## config.mk

```make
export PLATFORM = sky130hd
export DESIGN_NAME = knob_average_scale_deadband_core
export DESIGN_NICKNAME = d
export VERILOG_FILES = /design/src/hdl/kdb_pkg.sv /design/src/hdl/knob_average_scale_deadband_core.sv /design/src/hdl/kdb_div.sv
export SDC_FILE = /design/constraint.sdc
export NUM_CORES = 1
export LEC_CHECK = 0
export BUFFER_PORTS_ARGS = -buffer_cell sky130_fd_sc_hd__buf_2
export CAP_MARGIN = 20
export CORE_MARGIN = 10
export CORE_UTILIZATION = 25
export DETAILED_ROUTE_END_ITERATION = 8
export PLACE_DENSITY = 0.41
export SLEW_MARGIN = 10
export SYNTH_ARGS = -nofsm -noshare
export SYNTH_HDL_FRONTEND = slang
export SYNTH_SLANG_ARGS = --single-unit
```

## constraint.sdc

```tcl
create_clock -name i_clk -period 8.5 [get_ports i_clk]
set_clock_uncertainty 0.05 [all_clocks]
set_input_delay 1.275 -clock i_clk [delete_from_list [all_inputs] [get_ports i_clk]]
set_output_delay 1.275 -clock i_clk [all_outputs]
set_load 0.005 [all_outputs]
```

## src/hdl/kdb_pkg.sv

```systemverilog
// Shared types and constants for the knob average, scale and deadband block.
package kdb_pkg;

    localparam int SAMPLE_W = 12;
    localparam int DUTY_W   = 8;
    localparam int PROD_W   = SAMPLE_W + DUTY_W;

    localparam logic [DUTY_W-1:0]   DUTY_MAX = 8'd255;
    localparam logic [SAMPLE_W-1:0] RAW_MAX  = 12'd4095;

    // Configuration register indexes.
    localparam logic REG_DEADBAND  = 1'b0;
    localparam logic REG_INIT_DUTY = 1'b1;

    localparam logic [DUTY_W-1:0] DEADBAND_RST  = 8'd2;
    localparam logic [DUTY_W-1:0] INIT_DUTY_RST = 8'd0;

    typedef enum logic [1:0] {
        S_IDLE,
        S_MEAN,
        S_SCALE,
        S_FIN
    } t_state;

endpackage

```

## src/hdl/knob_average_scale_deadband_core.sv

```systemverilog
// Block averager with scaling to 0..255 and a deadband on the held duty.
//
// Samples are taken one per cycle while the input is ready, SAMPLES_PER_GROUP
// to a group. After the last request of a group with at least one good
// sample, the block runs its one bit-serial divider for sum / count over
// DIV_W bits: 12 plus the width of the good-sample count, so 17 at the
// default setting and 21 for groups of 256 to 511. The scaling by 255 / 4095
// is then a shift-and-subtract and a shift-and-add, registered in r_prod and
// then r_duty_new, and the result register loads from r_duty_new once the
// output slot is free. The result becomes valid and the input is ready again
// at the same point. A group with no good sample gives its result at once.
// The input is not ready during the divider pass and the scaling steps; while
// a result waits on the output, only the last request of a group is held off.
module knob_average_scale_deadband_core #(
    parameter int SAMPLES_PER_GROUP = 16
) (
    input  logic        i_clk,
    input  logic        i_rst_n,
    input  logic        s_axis_tvalid,
    output logic        s_axis_tready,
    input  logic [15:0] s_axis_tdata,   // [11:0] sample, [15:12] zero
    input  logic        s_axis_tuser,   // [0] sample_ok
    output logic        m_axis_tvalid,
    input  logic        m_axis_tready,
    output logic [7:0]  m_axis_tdata,   // [7:0] duty
    output logic [1:0]  m_axis_tuser,   // [0] changed, [1] no_samples
    input  logic        i_cfg_we,
    input  logic        i_cfg_idx,
    input  logic [7:0]  i_cfg_data
);

    localparam int CNT_W  = $clog2(SAMPLES_PER_GROUP + 1);
    localparam int SUM_W  = kdb_pkg::SAMPLE_W + CNT_W;
    localparam int DIV_W  = SUM_W;
    localparam int DVS_W  = CNT_W;
    localparam logic [CNT_W-1:0] POS_LAST = CNT_W'(SAMPLES_PER_GROUP - 1);

    kdb_pkg::t_state r_state, n_state;

    logic [SUM_W-1:0]           r_sum, n_sum;
    logic [CNT_W-1:0]           r_cnt, n_cnt;
    logic [CNT_W-1:0]           r_pos, n_pos;
    logic [kdb_pkg::DUTY_W-1:0] r_held, n_held;
    logic                       r_first, n_first;
    logic [kdb_pkg::DUTY_W-1:0] r_deadband, n_deadband;
    logic [kdb_pkg::DUTY_W-1:0] r_init, n_init;
    logic [kdb_pkg::PROD_W-1:0] r_prod, n_prod;
    logic [kdb_pkg::DUTY_W-1:0] r_duty_new, n_duty_new;
    logic                       r_out_valid, n_out_valid;
    logic [kdb_pkg::DUTY_W-1:0] r_out_duty, n_out_duty;
    logic                       r_out_changed, n_out_changed;
    logic                       r_out_none, n_out_none;

    logic                            in_fire;
    logic                            is_last;
    logic                            slot_free;
    logic [SUM_W-1:0]                sum_next;
    logic [CNT_W-1:0]                cnt_next;
    logic                            div_start;
    logic [DIV_W-1:0]                div_dividend;
    logic [DVS_W-1:0]                div_divisor;
    logic                            div_done;
    logic [DIV_W-1:0]                div_quo;
    logic [kdb_pkg::SAMPLE_W-1:0]    mean;
    logic [kdb_pkg::PROD_W-1:0]      prod;
    logic [kdb_pkg::PROD_W-1:0]      scale_sum;
    logic [kdb_pkg::DUTY_W-1:0]      diff;
    logic                            take;

    kdb_div #(
        .W (DIV_W),
        .D (DVS_W)
    ) u_div (
        .i_clk      (i_clk),
        .i_rst_n    (i_rst_n),
        .i_start    (div_start),
        .i_dividend (div_dividend),
        .i_divisor  (div_divisor),
        .o_done     (div_done),
        .o_quotient (div_quo)
    );

    assign is_last   = (r_pos == POS_LAST);
    assign slot_free = !r_out_valid || m_axis_tready;
    assign s_axis_tready = (r_state == kdb_pkg::S_IDLE) && (!is_last || slot_free);
    assign in_fire   = s_axis_tvalid && s_axis_tready;

    assign sum_next = s_axis_tuser
        ? r_sum + SUM_W'(s_axis_tdata[kdb_pkg::SAMPLE_W-1:0]) : r_sum;
    assign cnt_next = s_axis_tuser ? r_cnt + 1'b1 : r_cnt;

    // The mean never exceeds the largest sample, so its low bits hold it whole.
    assign mean = div_quo[kdb_pkg::SAMPLE_W-1:0];
    assign prod = {mean, 8'd0} - kdb_pkg::PROD_W'(mean);

    // With x = mean * 255 + 1, (x + (x >> 12)) >> 12 is exactly mean * 255 / 4095
    // truncated. The quotient tops out at 255, so it never needs a clamp.
    assign scale_sum = r_prod + (r_prod >> kdb_pkg::SAMPLE_W);

    assign diff = (r_duty_new >= r_held) ? r_duty_new - r_held : r_held - r_duty_new;
    assign take = !r_first || (diff >= r_deadband)
               || (r_duty_new == '0) || (r_duty_new == kdb_pkg::DUTY_MAX);

    // Next state.
    always_comb begin
        n_state = r_state;
        case (r_state)
            kdb_pkg::S_IDLE: begin
                if (in_fire && is_last && (cnt_next != '0)) begin
                    n_state = kdb_pkg::S_MEAN;
                end
            end
            kdb_pkg::S_MEAN: begin
                if (div_done) begin
                    n_state = kdb_pkg::S_SCALE;
                end
            end
            kdb_pkg::S_SCALE: begin
                n_state = kdb_pkg::S_FIN;
            end
            kdb_pkg::S_FIN: begin
                if (slot_free) begin
                    n_state = kdb_pkg::S_IDLE;
                end
            end
            default: n_state = kdb_pkg::S_IDLE;
        endcase
    end

    // Datapath and output register updates.
    always_comb begin
        n_sum         = r_sum;
        n_cnt         = r_cnt;
        n_pos         = r_pos;
        n_held        = r_held;
        n_first       = r_first;
        n_deadband    = r_deadband;
        n_init        = r_init;
        n_prod        = r_prod;
        n_duty_new    = r_duty_new;
        n_out_valid   = r_out_valid && !m_axis_tready;
        n_out_duty    = r_out_duty;
        n_out_changed = r_out_changed;
        n_out_none    = r_out_none;
        div_start     = 1'b0;
        div_dividend  = DIV_W'(sum_next);
        div_divisor   = DVS_W'(cnt_next);

        if (i_cfg_we) begin
            case (i_cfg_idx)
                kdb_pkg::REG_DEADBAND: n_deadband = i_cfg_data;
                kdb_pkg::REG_INIT_DUTY: begin
                    n_init = i_cfg_data;
                    if (!r_first) begin
                        n_held = i_cfg_data;
                    end
                end
                default: n_deadband = r_deadband;
            endcase
        end

        case (r_state)
            kdb_pkg::S_IDLE: begin
                if (in_fire) begin
                    if (is_last) begin
                        n_sum = '0;
                        n_cnt = '0;
                        n_pos = '0;
                        if (cnt_next == '0) begin
                            n_out_valid   = 1'b1;
                            n_out_duty    = r_held;
                            n_out_changed = 1'b0;
                            n_out_none    = 1'b1;
                        end else begin
                            div_start = 1'b1;
                        end
                    end else begin
                        n_sum = sum_next;
                        n_cnt = cnt_next;
                        n_pos = r_pos + 1'b1;
                    end
                end
            end
            kdb_pkg::S_MEAN: begin
                if (div_done) begin
                    n_prod = prod + 1'b1;
                end
            end
            kdb_pkg::S_SCALE: begin
                n_duty_new = scale_sum[kdb_pkg::PROD_W-1:kdb_pkg::SAMPLE_W];
            end
            kdb_pkg::S_FIN: begin
                if (slot_free) begin
                    n_out_valid   = 1'b1;
                    n_out_none    = 1'b0;
                    n_out_changed = take && (r_duty_new != r_held);
                    n_out_duty    = take ? r_duty_new : r_held;
                    if (take) begin
                        n_held  = r_duty_new;
                        n_first = 1'b1;
                    end
                end
            end
            default: n_out_valid = r_out_valid;
        endcase
    end

    always_ff @(posedge i_clk) begin
        if (!i_rst_n) begin
            r_state     <= kdb_pkg::S_IDLE;
            r_sum       <= '0;
            r_cnt       <= '0;
            r_pos       <= '0;
            r_held      <= kdb_pkg::INIT_DUTY_RST;
            r_first     <= 1'b0;
            r_deadband  <= kdb_pkg::DEADBAND_RST;
            r_init      <= kdb_pkg::INIT_DUTY_RST;
            r_out_valid <= 1'b0;
        end else begin
            r_state     <= n_state;
            r_sum       <= n_sum;
            r_cnt       <= n_cnt;
            r_pos       <= n_pos;
            r_held      <= n_held;
            r_first     <= n_first;
            r_deadband  <= n_deadband;
            r_init      <= n_init;
            r_out_valid <= n_out_valid;
        end
        r_prod        <= n_prod;
        r_duty_new    <= n_duty_new;
        r_out_duty    <= n_out_duty;
        r_out_changed <= n_out_changed;
        r_out_none    <= n_out_none;
    end

    assign m_axis_tvalid = r_out_valid;
    assign m_axis_tdata  = r_out_duty;
    assign m_axis_tuser  = {r_out_none, r_out_changed};

    // A group with no good sample can never report a new duty.
    a_none_not_changed: assert property (@(posedge i_clk) disable iff (!i_rst_n)
        m_axis_tvalid |-> !(m_axis_tuser[0] && m_axis_tuser[1]))
        else $error("changed and no_samples both set");

    a_ready_idle: assert property (@(posedge i_clk) disable iff (!i_rst_n)
        s_axis_tready |-> (r_state == kdb_pkg::S_IDLE))
        else $error("input ready outside idle");

    a_div_start_state: assert property (@(posedge i_clk) disable iff (!i_rst_n)
        div_start |-> (r_state == kdb_pkg::S_IDLE))
        else $error("divider started in wrong state");

    a_fin_emits: assert property (@(posedge i_clk) disable iff (!i_rst_n)
        (r_state == kdb_pkg::S_FIN && slot_free) |=> (m_axis_tvalid && !m_axis_tuser[1]))
        else $error("finished group gave no result");

    a_held_endpoint: assert property (@(posedge i_clk) disable iff (!i_rst_n)
        (r_state == kdb_pkg::S_FIN && slot_free && r_duty_new == kdb_pkg::DUTY_MAX)
        |=> (r_held == kdb_pkg::DUTY_MAX))
        else $error("full-scale duty not taken");

endmodule

```

## src/hdl/kdb_div.sv

```systemverilog
// Restoring divider that produces one quotient bit per cycle.
module kdb_div #(
    parameter int W = 20,
    parameter int D = 12
) (
    input  logic         i_clk,
    input  logic         i_rst_n,
    input  logic         i_start,
    input  logic [W-1:0] i_dividend,
    input  logic [D-1:0] i_divisor,
    output logic         o_done,
    output logic [W-1:0] o_quotient
);

    localparam int STEP_W = (W > 1) ? $clog2(W) : 1;
    localparam logic [STEP_W-1:0] STEP_LAST = STEP_W'(W - 1);

    logic              r_busy, n_busy;
    logic              r_done, n_done;
    logic [STEP_W-1:0] r_step, n_step;
    logic [D-1:0]      r_rem, n_rem;
    logic [W-1:0]      r_quo, n_quo;
    logic [D-1:0]      r_dvs, n_dvs;

    logic [D:0] shifted;
    logic [D:0] trial;

    always_comb begin
        shifted = {r_rem, r_quo[W-1]};
        trial   = shifted - {1'b0, r_dvs};
        n_busy  = r_busy;
        n_done  = 1'b0;
        n_step  = r_step;
        n_rem   = r_rem;
        n_quo   = r_quo;
        n_dvs   = r_dvs;
        if (i_start) begin
            n_busy = 1'b1;
            n_step = '0;
            n_rem  = '0;
            n_quo  = i_dividend;
            n_dvs  = i_divisor;
        end else if (r_busy) begin
            // The remainder stays below the divisor, so its top bit is never needed.
            if (shifted >= {1'b0, r_dvs}) begin
                n_rem = trial[D-1:0];
                n_quo = {r_quo[W-2:0], 1'b1};
            end else begin
                n_rem = shifted[D-1:0];
                n_quo = {r_quo[W-2:0], 1'b0};
            end
            n_step = r_step + 1'b1;
            if (r_step == STEP_LAST) begin
                n_busy = 1'b0;
                n_done = 1'b1;
            end
        end
    end

    always_ff @(posedge i_clk) begin
        if (!i_rst_n) begin
            r_busy <= 1'b0;
            r_done <= 1'b0;
            r_step <= '0;
        end else begin
            r_busy <= n_busy;
            r_done <= n_done;
            r_step <= n_step;
        end
        r_rem <= n_rem;
        r_quo <= n_quo;
        r_dvs <= n_dvs;
    end

    assign o_done     = r_done;
    assign o_quotient = r_quo;

endmodule
```

==> metrics <==
most instantiated cells after synthesis 85 x nand2_1, 64 x a21oi_1, 60 x edfxtp_1, 60 x ha_1, 59 x dfxtp_1; unique cell type count in the Yosys netlist 76; ys async rst share 0; largest net degree at the start of global routing 41; filler cell count 3028; num ports 43; row count 62; starting density of the core 0.254; final setup TNS 0 ns; hold buffer count at cts 0; Core ar. 28800 µm²; clock root cell clkbuf_16; die area 36500 µm²; DRC violations left 0; drt initial violations 278; synth warn 0; CP arrival 4.63 ns; Max Transition Viols Final 0; Yosys top cell area share 0.246; Register Area 2980 µm²; Port Buffer Count 38; design area 8560 µm²; Die Height 191 µm; Post-Syn Area 7320 µm²; Peak VDD IR 0.111 mV; Max-slew headroom 0.387; Multi-input gate area 3960 µm²; Hold Fails Final Rpt 0; Synth Flop Type edfxtp_1; vias in the first global route 5765; GP Congestion 0.810; Tmin final 4.53 ns; post-cts resize count 0; Worst-Skew Late Latency 0.41 ns; Fmax 0.221 GHz; sequential area share after synthesis 0.408; pwr dens 199 nW/µm²; drt via density 4.69; final setup vio count 0; CTS tree done; first-pass GRT wire length 30900 µm; nets@finish 907; post-synthesis average cell area 9.36 µm²; Clock Tree Buf Depth 2; layout cell share with drive strength beyond 1 0.119; total track usage 0.106; Area Growth Syn to Fin 17.0%; Num CTS Buffers 17; clk sink count 119; Post-synth EDFFs 60; synthesized netlist net count 877; DP Area 7870 µm²; worst hold path class reg2reg; Reg clk slew, reported paths 0.06 ns; status completed; total congestion overflow 0; Vias 5671; crit-path max FO 11; critical path launch point type register; n_diodes 0; RSZ-0062 raised after global routing no; Least-Margin Pin Slew 0.910 ns; synth top area cells edfxtp_1 25%, dfxtp_1 16%, ha_1 10%, a21oi_1 4.4%, nand2_1 4.4%; element type at the critical path end register; initial antenna violation count 0; crit share post-route 0.532; FF+latch count, synth 119; Final HPWL DP 14000 µm; DRT antenna net count 0; post-synth top area cell edfxtp_1; Crit path required time 8.60 ns; Die X 191 µm; # H-tree levels 4; Leakage Power 3.30 nW; WL/cell 15.5 µm; max-cap viol count 0; count leader, synth nand2_1; drt first pass iters 4; Cells after Synth 782; Crit Path Class reg2reg; Setup Buffers After CTS 0; total wire length 18700 µm
through the flow:
| step | power, mW | instances | worst slack [ns] | hold slack [ns] | util |
|---|---|---|---|---|---|
| floorplan | 0.825 | 782 | 4.43 | 0.369 | - |
| global placement | 0.895 | 1177 | 3.93 | 0.376 | 0.273 |
| detailed placement | 0.895 | 1177 | 3.95 | 0.383 | 0.273 |
| CTS | 1.73 | 1209 | 3.96 | 0.393 | 0.297 |
| global route | 1.78 | 1209 | 3.63 | 0.424 | 0.297 |
| finish | 1.70 | 1209 | 3.97 | 0.390 | 0.297 |
report_power, final:
| group | internal, mW | leakage [nW] | switching [mW] | total, mW |
|---|---|---|---|---|
| registers | 0.619 | 1.02 | 0.0178 | 0.637 |
| logic | 0.0976 | 1.93 | 0.146 | 0.244 |
| clock network | 0.558 | 0.342 | 0.265 | 0.824 |
| total | 1.27 | 3.30 | 0.429 | 1.70 |
critical path, cell delays in order (launching register included):
cell and delay [ns]:
edfxtp_1 0.44, inv_1 0.12, ha_1 0.16, inv_1 0.06
fa_1 0.39, a21oi_1 0.20, o211ai_1 0.13, a21o_1 0.29
mux2_2 0.35, a2111oi_2 0.36, nor3_1 0.11, ha_1 0.29
a211o_1 0.29, a21o_1 0.16, a21oi_1 0.47, buf_4 0.29
o21ai_0 0.10
sequential cells by signal, summed over array words and instances (netlist names), 2 cells and up:
name and flops:
r_state 2, u_div.r_step 5, r_deadband 8, r_cnt 5
r_sum 17, u_div.r_dvs 5, m_axis_tdata 8, u_div.r_rem 5
r_pos 5, r_duty_new 8, r_prod 20, r_held 8
u_div.o_quotient 17
metal layers:
| layer | GRT usage | part of all wire |
|---|---|---|
| met1 | 0.135 | 0.48 |
| met2 | 0.175 | 0.48 |
| met3 | 0.0230 | 0.029 |
| met4 | 0.0325 | 0.016 |
| met5 | 0 | 0 |
worst paths after layout:
path | from | to | slack (ns) | cells past startpoint
worst max-delay path | r_duty_new[0] | m_axis_tdata[1] | 3.97 | 16
worst min-delay path | r_pos[4] | r_pos[4] | 0.39 | 2
worst max register to register | r_duty_new[0] | m_axis_tdata[1] | 3.97 | 16
worst min register to register | r_pos[4] | r_pos[4] | 0.39 | 2
final cells by class:
type | count | area share
clock buffers | 29 | 0.0731
clock inverters | 3 | 0.00760
inverters | 58 | 0.0254
multi-input cells | 573 | 0.463
flip-flops and latches | 119 | 0.348
well taps | 384 | 0.0561
repair buffers | 43 | 0.0266
logic make-up after synthesis:
family,count (synthesis),synth area share
AOI/OAI and AO/OA,203,0.178
DFF,119,0.408
muxes,24,0.0352
and+or+nand+nor,231,0.153
adders and majority gates,64,0.114
buffers and inverters,90,0.0508
xor gates and xnor gates,51,0.0610
layout by cell type, fill, tap and decap left out, types with 7 or more instances in the layout:
master	n
nand2_1	85
a21oi_1	64
ha_1	60
edfxtp_1	60
dfxtp_1	59
inv_1	55
nor2_1	39
buf_2	38
nand3_1	32
xnor2_1	31
o21ai_0	23
o21ai_1	21
clkbuf_16	21
xor2_1	20
a31oi_1	14
a21o_1	13
mux2i_1	13
nand4_1	11
nor2b_1	11
nor3_1	11
mux2_2	10
and3_1	8
a311oi_1	8
a211oi_1	8
o211ai_1	7
and2_1	7
clkbuf_8	7
Note: power is estimated with default switching activity, not from simulation.
